## src/hw/rtl/hcm_pkg.sv

```systemverilog
// shared types, constants and arithmetic helpers for the 2x2 hill cipher, mod 63
// no dependencies
package hcm_pkg;

  localparam int MOD            = 63;
  localparam int CHAR_W         = 8;
  localparam int IDX_W          = 6;
  localparam int PROD_W         = 12;
  localparam int SUM_W          = 13;
  localparam int STATUS_W       = 2;
  localparam int REG_IDX_W      = 2;
  localparam int QDEPTH_DEFAULT = 4;

  localparam logic [CHAR_W-1:0] CHAR_LOWER_A = 8'h61;
  localparam logic [CHAR_W-1:0] CHAR_UPPER_A = 8'h41;
  localparam logic [CHAR_W-1:0] CHAR_DIGIT_0 = 8'h30;
  localparam logic [CHAR_W-1:0] CHAR_SPACE   = 8'h20;

  localparam logic KIND_DECRYPT = 1'b1;

  localparam logic [REG_IDX_W-1:0] REG_KEY_CHAR_0 = 2'd0;
  localparam logic [REG_IDX_W-1:0] REG_KEY_CHAR_1 = 2'd1;
  localparam logic [REG_IDX_W-1:0] REG_KEY_CHAR_2 = 2'd2;
  localparam logic [REG_IDX_W-1:0] REG_KEY_CHAR_3 = 2'd3;

  typedef enum logic [STATUS_W-1:0] {
    STATUS_OK       = 2'd0,
    STATUS_BAD_CHAR = 2'd1,
    STATUS_BAD_KEY  = 2'd2
  } status_t;

  typedef logic [IDX_W-1:0] idx_t;

  typedef struct packed {
    logic            kind;
    logic            bad;
    idx_t [3:0]      p;
  } item_t;

  typedef struct packed {
    idx_t [3:0]      k;
    idx_t [3:0]      minv;
    logic            kbad;
    logic            kinv_bad;
  } key_t;

  // returns {bad, index}
  function automatic logic [IDX_W:0] char_index(logic [CHAR_W-1:0] c);
    logic [CHAR_W-1:0] d;
    logic              bad;
    bad = 1'b0;
    d   = '0;
    if (c >= CHAR_LOWER_A && c <= CHAR_LOWER_A + 8'd25) begin
      d = c - CHAR_LOWER_A;
    end else if (c >= CHAR_UPPER_A && c <= CHAR_UPPER_A + 8'd25) begin
      d = c - CHAR_UPPER_A + 8'd26;
    end else if (c >= CHAR_DIGIT_0 && c <= CHAR_DIGIT_0 + 8'd9) begin
      d = c - CHAR_DIGIT_0 + 8'd52;
    end else if (c == CHAR_SPACE) begin
      d = 8'd62;
    end else begin
      bad = 1'b1;
    end
    return {bad, d[IDX_W-1:0]};
  endfunction

  function automatic logic [CHAR_W-1:0] index_char(idx_t i);
    logic [CHAR_W-1:0] w;
    w = {2'b00, i};
    if (i < 6'd26) begin
      return w + CHAR_LOWER_A;
    end else if (i < 6'd52) begin
      return w - 8'd26 + CHAR_UPPER_A;
    end else if (i < 6'd62) begin
      return w - 8'd52 + CHAR_DIGIT_0;
    end else begin
      return CHAR_SPACE;
    end
  endfunction

  // 64 is 1 mod 63, so fold 6-bit digits
  function automatic idx_t mod63(logic [SUM_W-1:0] x);
    logic [6:0] a;
    logic [6:0] b;
    a = {1'b0, x[5:0]} + {1'b0, x[11:6]} + {6'd0, x[12]};
    b = {1'b0, a[5:0]} + {6'd0, a[6]};
    if (b >= 7'(MOD)) begin
      b = b - 7'(MOD);
    end
    return b[IDX_W-1:0];
  endfunction

  function automatic idx_t mulmod(idx_t a, idx_t b);
    logic [PROD_W-1:0] p;
    p = PROD_W'(a) * PROD_W'(b);
    return mod63({1'b0, p});
  endfunction

  function automatic idx_t neg63(idx_t k);
    return (k == '0) ? '0 : (IDX_W'(MOD) - k);
  endfunction

  // multiplicative inverse mod 63, zero where none exists
  function automatic idx_t inv63(idx_t d);
    case (d)
      6'd1:    return 6'd1;
      6'd2:    return 6'd32;
      6'd4:    return 6'd16;
      6'd5:    return 6'd38;
      6'd8:    return 6'd8;
      6'd10:   return 6'd19;
      6'd11:   return 6'd23;
      6'd13:   return 6'd34;
      6'd16:   return 6'd4;
      6'd17:   return 6'd26;
      6'd19:   return 6'd10;
      6'd20:   return 6'd41;
      6'd22:   return 6'd43;
      6'd23:   return 6'd11;
      6'd25:   return 6'd58;
      6'd26:   return 6'd17;
      6'd29:   return 6'd50;
      6'd31:   return 6'd61;
      6'd32:   return 6'd2;
      6'd34:   return 6'd13;
      6'd37:   return 6'd46;
      6'd38:   return 6'd5;
      6'd40:   return 6'd52;
      6'd41:   return 6'd20;
      6'd43:   return 6'd22;
      6'd44:   return 6'd53;
      6'd46:   return 6'd37;
      6'd47:   return 6'd59;
      6'd50:   return 6'd29;
      6'd52:   return 6'd40;
      6'd53:   return 6'd44;
      6'd55:   return 6'd55;
      6'd58:   return 6'd25;
      6'd59:   return 6'd47;
      6'd61:   return 6'd31;
      6'd62:   return 6'd62;
      default: return 6'd0;
    endcase
  endfunction

endpackage

```

## src/hw/rtl/hill_cipher_2x2_mod63.sv

```systemverilog
// top level of the 2x2 hill cipher over a 63-symbol alphabet
// depends on hcm_pkg, hcm_front, hcm_queue, hcm_key, hcm_back
//
//   channel   handshake       payload
//   input     push / full     kind, in_char_0..3
//   result    empty / pop     out_char_0..3, status
//   config    wr_en           wr_index, wr_data
//
// one block per cycle sustained while results are popped; a taken block passes through
// the front register, a queue slot, the product stage and the result register
// full rises once the queue and the front register together hold QDEPTH blocks
// key derivation is a two-register chain that settles before a block taken
// after a key write reaches the product stage
// rst clears the key registers, the queue and all valid flags
module hill_cipher_2x2_mod63 #(
  parameter int QDEPTH = hcm_pkg::QDEPTH_DEFAULT
) (
  input  logic                            clk,
  input  logic                            rst,
  input  logic                            push,
  output logic                            full,
  input  logic                            kind,
  input  logic [hcm_pkg::CHAR_W-1:0]      in_char_0,
  input  logic [hcm_pkg::CHAR_W-1:0]      in_char_1,
  input  logic [hcm_pkg::CHAR_W-1:0]      in_char_2,
  input  logic [hcm_pkg::CHAR_W-1:0]      in_char_3,
  output logic                            empty,
  input  logic                            pop,
  output logic [hcm_pkg::CHAR_W-1:0]      out_char_0,
  output logic [hcm_pkg::CHAR_W-1:0]      out_char_1,
  output logic [hcm_pkg::CHAR_W-1:0]      out_char_2,
  output logic [hcm_pkg::CHAR_W-1:0]      out_char_3,
  output logic [hcm_pkg::STATUS_W-1:0]    status,
  input  logic                            wr_en,
  input  logic [hcm_pkg::REG_IDX_W-1:0]   wr_index,
  input  logic [hcm_pkg::CHAR_W-1:0]      wr_data
);
  import hcm_pkg::*;

  localparam int CW = $clog2(QDEPTH + 1);

  logic           f_valid;
  item_t          f_item;
  logic           q_pop;
  item_t          q_item;
  logic           q_empty;
  logic [CW-1:0]  q_count;
  key_t           key;

  hcm_front #(.QDEPTH(QDEPTH)) u_front (
    .clk       (clk),
    .rst       (rst),
    .push      (push),
    .full      (full),
    .kind      (kind),
    .in_char_0 (in_char_0),
    .in_char_1 (in_char_1),
    .in_char_2 (in_char_2),
    .in_char_3 (in_char_3),
    .q_count   (q_count),
    .f_valid   (f_valid),
    .f_item    (f_item)
  );

  hcm_queue #(.QDEPTH(QDEPTH)) u_queue (
    .clk     (clk),
    .rst     (rst),
    .wr      (f_valid),
    .wr_item (f_item),
    .rd      (q_pop),
    .rd_item (q_item),
    .q_empty (q_empty),
    .count   (q_count)
  );

  hcm_key u_key (
    .clk      (clk),
    .rst      (rst),
    .wr_en    (wr_en),
    .wr_index (wr_index),
    .wr_data  (wr_data),
    .key      (key)
  );

  hcm_back u_back (
    .clk        (clk),
    .rst        (rst),
    .q_empty    (q_empty),
    .q_item     (q_item),
    .q_pop      (q_pop),
    .key        (key),
    .empty      (empty),
    .pop        (pop),
    .out_char_0 (out_char_0),
    .out_char_1 (out_char_1),
    .out_char_2 (out_char_2),
    .out_char_3 (out_char_3),
    .status     (status)
  );

  a_q_bound: assert property (@(posedge clk) disable iff (rst)
    q_count <= CW'(QDEPTH))
    else $error("queue count beyond depth");

  a_full_when_q_full: assert property (@(posedge clk) disable iff (rst)
    (q_count == CW'(QDEPTH)) |-> full)
    else $error("input taken with queue full");

  a_no_write_when_full: assert property (@(posedge clk) disable iff (rst)
    (f_valid && !q_pop) |-> (q_count != CW'(QDEPTH)))
    else $error("queue write would overflow");

  a_error_zero: assert property (@(posedge clk) disable iff (rst)
    (!empty && status != STATUS_OK) |->
      (out_char_0 == '0 && out_char_1 == '0 && out_char_2 == '0 && out_char_3 == '0))
    else $error("error result carries characters");

endmodule

```

## src/hw/rtl/hcm_front.sv

```systemverilog
// front stage: accepts a block, maps characters to indices and flags bad symbols
// depends on hcm_pkg
module hcm_front #(
  parameter int QDEPTH = hcm_pkg::QDEPTH_DEFAULT
) (
  input  logic                         clk,
  input  logic                         rst,
  input  logic                         push,
  output logic                         full,
  input  logic                         kind,
  input  logic [hcm_pkg::CHAR_W-1:0]   in_char_0,
  input  logic [hcm_pkg::CHAR_W-1:0]   in_char_1,
  input  logic [hcm_pkg::CHAR_W-1:0]   in_char_2,
  input  logic [hcm_pkg::CHAR_W-1:0]   in_char_3,
  input  logic [$clog2(QDEPTH+1)-1:0]  q_count,
  output logic                         f_valid,
  output hcm_pkg::item_t               f_item
);
  import hcm_pkg::*;

  localparam int CW = $clog2(QDEPTH + 1);

  logic                 accept;
  logic [3:0][IDX_W:0]  ci;
  item_t                item_next;

  assign full   = ((CW+1)'(q_count) + (CW+1)'(f_valid)) >= (CW+1)'(QDEPTH);
  assign accept = push && !full;

  always_comb begin
    ci[0] = char_index(in_char_0);
    ci[1] = char_index(in_char_1);
    ci[2] = char_index(in_char_2);
    ci[3] = char_index(in_char_3);
    item_next.kind = kind;
    item_next.bad  = ci[0][IDX_W] | ci[1][IDX_W] | ci[2][IDX_W] | ci[3][IDX_W];
    for (int i = 0; i < 4; i++) begin
      item_next.p[i] = ci[i][IDX_W-1:0];
    end
  end

  always_ff @(posedge clk) begin
    if (rst) begin
      f_valid <= 1'b0;
    end else begin
      f_valid <= accept;
    end
  end

  always_ff @(posedge clk) begin
    if (accept) begin
      f_item <= item_next;
    end
  end

endmodule

```

## src/hw/rtl/hcm_queue.sv

```systemverilog
// short queue of classified blocks between front and back
// depends on hcm_pkg
module hcm_queue #(
  parameter int QDEPTH = hcm_pkg::QDEPTH_DEFAULT
) (
  input  logic                         clk,
  input  logic                         rst,
  input  logic                         wr,
  input  hcm_pkg::item_t               wr_item,
  input  logic                         rd,
  output hcm_pkg::item_t               rd_item,
  output logic                         q_empty,
  output logic [$clog2(QDEPTH+1)-1:0]  count
);
  import hcm_pkg::*;

  localparam int PW = (QDEPTH > 1) ? $clog2(QDEPTH) : 1;
  localparam int CW = $clog2(QDEPTH + 1);

  item_t            slots [QDEPTH];
  logic [PW-1:0]    wptr;
  logic [PW-1:0]    rptr;

  function automatic logic [PW-1:0] bump(logic [PW-1:0] ptr);
    return (ptr == PW'(QDEPTH - 1)) ? '0 : ptr + 1'b1;
  endfunction

  assign q_empty = (count == '0);
  assign rd_item = slots[rptr];

  always_ff @(posedge clk) begin
    if (rst) begin
      wptr  <= '0;
      rptr  <= '0;
      count <= '0;
    end else begin
      if (wr) begin
        wptr <= bump(wptr);
      end
      if (rd) begin
        rptr <= bump(rptr);
      end
      if (wr && !rd) begin
        count <= count + CW'(1);
      end else if (rd && !wr) begin
        count <= count - CW'(1);
      end
    end
  end

  always_ff @(posedge clk) begin
    if (wr) begin
      slots[wptr] <= wr_item;
    end
  end

endmodule

```

## src/hw/rtl/hcm_key.sv

```systemverilog
// key registers and the two-stage derivation of key indices and inverse matrix
// depends on hcm_pkg
module hcm_key (
  input  logic                           clk,
  input  logic                           rst,
  input  logic                           wr_en,
  input  logic [hcm_pkg::REG_IDX_W-1:0]  wr_index,
  input  logic [hcm_pkg::CHAR_W-1:0]     wr_data,
  output hcm_pkg::key_t                  key
);
  import hcm_pkg::*;

  logic [3:0][CHAR_W-1:0] key_char;
  logic [3:0][IDX_W:0]    kc;
  idx_t [3:0]             kidx;
  logic                   kbad;
  idx_t                   det;
  logic [PROD_W-1:0]      p03;
  logic [PROD_W-1:0]      p12;
  logic [SUM_W-1:0]       det_raw;
  idx_t                   inv;

  always_ff @(posedge clk) begin
    if (rst) begin
      key_char <= '0;
    end else if (wr_en) begin
      case (wr_index)
        REG_KEY_CHAR_0: key_char[0] <= wr_data;
        REG_KEY_CHAR_1: key_char[1] <= wr_data;
        REG_KEY_CHAR_2: key_char[2] <= wr_data;
        REG_KEY_CHAR_3: key_char[3] <= wr_data;
        default: ;
      endcase
    end
  end

  // first step: indices and determinant
  always_comb begin
    for (int i = 0; i < 4; i++) begin
      kc[i] = char_index(key_char[i]);
    end
    p03     = PROD_W'(kc[0][IDX_W-1:0]) * PROD_W'(kc[3][IDX_W-1:0]);
    p12     = PROD_W'(kc[1][IDX_W-1:0]) * PROD_W'(kc[2][IDX_W-1:0]);
    det_raw = SUM_W'(p03) + SUM_W'(MOD * MOD) - SUM_W'(p12);
  end

  always_ff @(posedge clk) begin
    for (int i = 0; i < 4; i++) begin
      kidx[i] <= kc[i][IDX_W-1:0];
    end
    kbad <= kc[0][IDX_W] | kc[1][IDX_W] | kc[2][IDX_W] | kc[3][IDX_W];
    det  <= mod63(det_raw);
  end

  // second step: adjugate scaled by the determinant inverse
  assign inv = inv63(det);

  always_ff @(posedge clk) begin
    key.k        <= kidx;
    key.kbad     <= kbad;
    key.kinv_bad <= (inv == '0);
    key.minv[0]  <= mulmod(kidx[3], inv);
    key.minv[1]  <= mulmod(neg63(kidx[1]), inv);
    key.minv[2]  <= mulmod(neg63(kidx[2]), inv);
    key.minv[3]  <= mulmod(kidx[0], inv);
  end

endmodule

```

## src/hw/rtl/hcm_back.sv

```systemverilog
// back part: matrix product stage and result register
// depends on hcm_pkg
module hcm_back (
  input  logic                        clk,
  input  logic                        rst,
  input  logic                        q_empty,
  input  hcm_pkg::item_t              q_item,
  output logic                        q_pop,
  input  hcm_pkg::key_t               key,
  output logic                        empty,
  input  logic                        pop,
  output logic [hcm_pkg::CHAR_W-1:0]  out_char_0,
  output logic [hcm_pkg::CHAR_W-1:0]  out_char_1,
  output logic [hcm_pkg::CHAR_W-1:0]  out_char_2,
  output logic [hcm_pkg::CHAR_W-1:0]  out_char_3,
  output logic [hcm_pkg::STATUS_W-1:0] status
);
  import hcm_pkg::*;

  logic                    adv;
  logic                    b1_valid;
  status_t                 b1_status;
  logic [7:0][PROD_W-1:0]  prod;
  idx_t [3:0]              m;
  status_t                 st;
  logic                    out_valid;
  idx_t [3:0]              r;
  logic [3:0][CHAR_W-1:0]  ch;

  assign adv   = !out_valid || pop;
  assign q_pop = adv && !q_empty;
  assign empty = !out_valid;

  always_comb begin
    m = (q_item.kind == KIND_DECRYPT) ? key.minv : key.k;
    if (q_item.bad || key.kbad) begin
      st = STATUS_BAD_CHAR;
    end else if (q_item.kind == KIND_DECRYPT && key.kinv_bad) begin
      st = STATUS_BAD_KEY;
    end else begin
      st = STATUS_OK;
    end
  end

  always_ff @(posedge clk) begin
    if (rst) begin
      b1_valid  <= 1'b0;
      out_valid <= 1'b0;
    end else if (adv) begin
      b1_valid  <= !q_empty;
      out_valid <= b1_valid;
    end
  end

  always_ff @(posedge clk) begin
    if (q_pop) begin
      b1_status <= st;
      prod[0]   <= PROD_W'(m[0]) * PROD_W'(q_item.p[0]);
      prod[1]   <= PROD_W'(m[1]) * PROD_W'(q_item.p[2]);
      prod[2]   <= PROD_W'(m[0]) * PROD_W'(q_item.p[1]);
      prod[3]   <= PROD_W'(m[1]) * PROD_W'(q_item.p[3]);
      prod[4]   <= PROD_W'(m[2]) * PROD_W'(q_item.p[0]);
      prod[5]   <= PROD_W'(m[3]) * PROD_W'(q_item.p[2]);
      prod[6]   <= PROD_W'(m[2]) * PROD_W'(q_item.p[1]);
      prod[7]   <= PROD_W'(m[3]) * PROD_W'(q_item.p[3]);
    end
  end

  always_comb begin
    for (int i = 0; i < 4; i++) begin
      r[i]  = mod63(SUM_W'(prod[2*i]) + SUM_W'(prod[2*i+1]));
      ch[i] = (b1_status == STATUS_OK) ? index_char(r[i]) : '0;
    end
  end

  always_ff @(posedge clk) begin
    if (adv && b1_valid) begin
      out_char_0 <= ch[0];
      out_char_1 <= ch[1];
      out_char_2 <= ch[2];
      out_char_3 <= ch[3];
      status     <= b1_status;
    end
  end

endmodule
```

## config.mk

```make
export PLATFORM = sky130hd
export DESIGN_NAME = hill_cipher_2x2_mod63
export DESIGN_NICKNAME = d
export VERILOG_FILES = /design/src/hw/rtl/hcm_pkg.sv /design/src/hw/rtl/hill_cipher_2x2_mod63.sv /design/src/hw/rtl/hcm_front.sv /design/src/hw/rtl/hcm_queue.sv /design/src/hw/rtl/hcm_key.sv /design/src/hw/rtl/hcm_back.sv
export SDC_FILE = /design/constraint.sdc
export NUM_CORES = 2
export LEC_CHECK = 0
export BUFFER_PORTS_ARGS = -buffer_cell sky130_fd_sc_hd__buf_2
export CAP_MARGIN = 20
export CORE_MARGIN = 2
export CORE_UTILIZATION = 65
export DETAILED_ROUTE_END_ITERATION = 10
export PLACE_DENSITY = 0.82
export SETUP_SLACK_MARGIN = 0.1
export SLEW_MARGIN = 20
export SYNTH_ARGS = -nofsm -noshare
export SYNTH_HDL_FRONTEND = slang
export SYNTH_HIERARCHICAL = 1
export SYNTH_SLANG_ARGS = --single-unit
```

## constraint.sdc

```tcl
create_clock -name clk -period 14.5 [get_ports clk]
set_input_delay 0 -clock clk [delete_from_list [all_inputs] [get_ports clk]]
set_output_delay 0 -clock clk [all_outputs]
set_load 0.01 [all_outputs]
```

==> metrics.md <==
| Metric | Value |
|---|---|
| Status | finished, final reports clean |
| Syn-to-layout area delta | 7.16% |
| RD Place Congestion | 0.909 |
| Flops & latches, synth | 387 |
| Category of the worst setup path capture point | flop |
| Share of flip-flops with an asynchronous set or reset | 0 |
| RSZ-0062 raised after global routing | false |
| Final setup vio count | 0 |
| # fillers | 4383 |
| Min cycle time layout | 12380 ps |
| Area leader, netlist | edfxtp_1 |
| Crit-path leading delay family | adder cells |
| Vias post-DR | 29900 |
| Fin Setup TNS | 0 ps |
| Critical Path RT | 15060 ps |
| Final hold violations | 0 |
| CP max stage delay | 940 ps |
| Largest net degree at the start of global routing | 75 |
| Worst-path fanout max | 26 |
| Hold Crit Class | primary input to flop |
| Achievable Freq | 80.8 MHz |
| Reg clk slew, reported paths | 60 ps |
| CP startpoint kind | flop |
| Rows | 91 |
| Max-slew violations | 0 |
| Clk root buf | clkbuf_16 |
| Clock skew | 32.9 ps |
| Seq/Total Area, Yosys | 0.258 |
| Port bufs | 83 |
| Global route overflow | 0 |
| Area of the multi-input gates | 0.0271 mm2 |
| Crit-path most repeated cell | fa_1 |
| CTS Buffer Depth | 3 |
| Share of the synthesized area in the top cell type | 0.196 |
| Main synth FF type | edfxtp_1 |
| CP max stage cell | a311oi_4 |
| Worst EP arrival | 12940 ps |
| Die footprint | 0.0637 mm2 |
| CTS resizes | 0 |
| Period utilization | 0.854 |
| Die H | 252 um |
| Final nets | 5076 |
| First-pass DRT Iterations | 6 |
| First-pass GRT wire length | 146 mm |
| Clock Sinks | 387 |
| Initial Util | 0.654 |
| Synth Cell Area | 0.0401 mm2 |
| Die Wd | 252 um |
| Clk Latency, worst-skew pair | 620 ps |
| ANT cells | 0 |
| Register cell area after layout | 0.0104 mm2 |
| H-tree levels | 2 |
| Setup Crit Path Kind | flop to flop |
| Num CTS Buffers | 44 |
| Max Cap Violations | 0 |
| Syn. warnings | 6 |
| Synth unique cells | 128 |
| Number of global-route vias before repair | 30100 |
| DR iter-0 viols | 2063 |
| Detailed Place HPWL | 65.5 mm |
| Routed WL per cell | 17.3 um |
| Vias per cell | 5.91 |
| Mapped Cells | 4174 |
| Core ar. | 0.0614 mm2 |
| Number of post-CTS setup repair buffers | 0 |
| Worst-Margin Slew | 1120 ps |
| Mapped Nets | 5015 |
| Top post-synthesis cells by area | edfxtp_1 20%, ha_1 16%, fa_1 14% |
| CTS tree | done |
| WP buf/inv | 3 |
| Layout cells sized above 1 | 0.0707 |
| Final wirelength | 87.5 mm |
| Antenna viol nets, final | 0 |
| DRC Markers | 0 |
| IO Pins | 84 |
| Post-Syn Area per Cell | 9.61 um2 |
| Number of flops mapped to enable cells by yosys | 262 |
| Total track usage | 0.279 |
| Slew HR | 0.245 |
| Initial antenna violation count | 0 |
final timing paths:
check	from	end	cells past startpoint	slack (ps)
min reg2reg	u_key/kbad	u_key/key[1]	0	330
max	u_key/key_char[26]	u_key/inv[2]	45	2120
max reg2reg	u_key/key_char[26]	u_key/inv[2]	45	2120
min	in_char_1[6]	u_front/f_item[6]	4	50
placed cells by master (no fill, tap or decap), types with 44 or more instances in the layout:
cell       synthesis  layout
nor3_1            48      48
fa_1             274     274
nor2_1           249     248
xor2_1            67      67
o21ai_0          100     100
mux2i_1           54      54
clkbuf_16          0      44
dfxtp_1          125     125
and2_1           193     193
nand2_1          344     344
nand2b_1          60      60
ha_1             519     519
edfxtp_1         262     262
a21oi_1          238     238
a21o_1            58      58
nor2b_1          129     128
nand3_1           69      69
xnor2_1          177     177
o21bai_1          59      59
buf_2             10      83
inv_1            517     517
cells in the mapped netlist, types with 26 or more instances:
library cell	count
and2_1	193
mux2_2	26
nor3_1	48
a21o_1	58
nor2b_1	129
a31oi_1	26
xor2_1	67
o21bai_1	59
nand2_1	344
fa_1	274
ha_1	519
nor2_1	249
a21oi_1	238
xnor2_1	177
nand2b_1	60
dfxtp_1	125
clkbuf_1	96
inv_1	517
edfxtp_1	262
nand3_1	69
mux2i_1	54
o21ai_0	100
metal layers:
| metal | GRT usage | wire [um] |
|---|---|---|
| met1 | 0.359 | 36400 |
| met2 | 0.472 | 42100 |
| met3 | 0.0448 | 5600 |
| met5 | 0 | 0 |
| met4 | 0.109 | 3330 |
flip-flops by register name, indices dropped and copies added (netlist names), named ones only:
signal and cells:
u_key/kidx 24, u_back/prod 96, u_back/out_char_3 8, u_queue/wptr 2
u_key/inv 6, u_back/b1_valid 1, u_queue/rptr 2, u_key/key_char 32
u_back/out_char_0 8, u_back/b1_status 2, u_back/status 2, u_back/out_char_1 8
u_key/key 50, u_back/out_char_2 8, u_front/f_item 26, u_front/f_valid 1
u_back/out_valid 1, u_queue/count 3, u_queue/slots 104, u_key/kbad 1
worst min-delay path, delay by kind of cell:
kind | cells | cell delay, ps
compound gates | 1 | 80
simple gates | 2 | 300
buf+inv | 1 | 110
area by class of cell:
type                       count  area share
clock inverter                29     0.00928
sequential                   387       0.241
clock buffer                  53      0.0271
timing repair buffer         150      0.0239
multi-input combinational   3130       0.630
inverter                     522      0.0456
tap                          790      0.0230
repair_timing:
item | 4_1_cts | 5_1_grt
endpoints found under the hold margin | 59 | 0
setup endpoints to repair | 0 | 0
hold buffers | 43 | 0
kinds of logic (layout without fill, tap and decap cells):
logic type                 after synthesis  after routing  share of synthesized area
DFF                                    387            387                      0.258
buffers and inverters                  657            754                     0.0672
xor gates and xnor gates               251            251                     0.0564
AOI/OAI and AO/OA                      744            744                      0.126
muxes                                  108            108                     0.0366
and+or+nand+nor                       1231           1231                      0.156
adders and majority gates              796            796                      0.299
through the flow:
stage / cells / area (um2) / setup slack [ps] / util / hold WS, ps
final: 5061 / 43000 / 2120 / 0.700 / 47.1
after global routing: 5061 / 43000 / 1210 / 0.700 / 45.2
after CTS: 5061 / 43000 / 2240 / 0.700 / 0.947
after detailed placement: 4936 / 41000 / 2230 / 0.668 / 203
after global placement: 4936 / 41000 / 2510 / 0.668 / 199
after floorplan: 4174 / 40100 / 3510 / - / 69.1
Power is not shown: default switching activity piles up to over one toggle a cycle in this logic, so the estimate is an artifact.
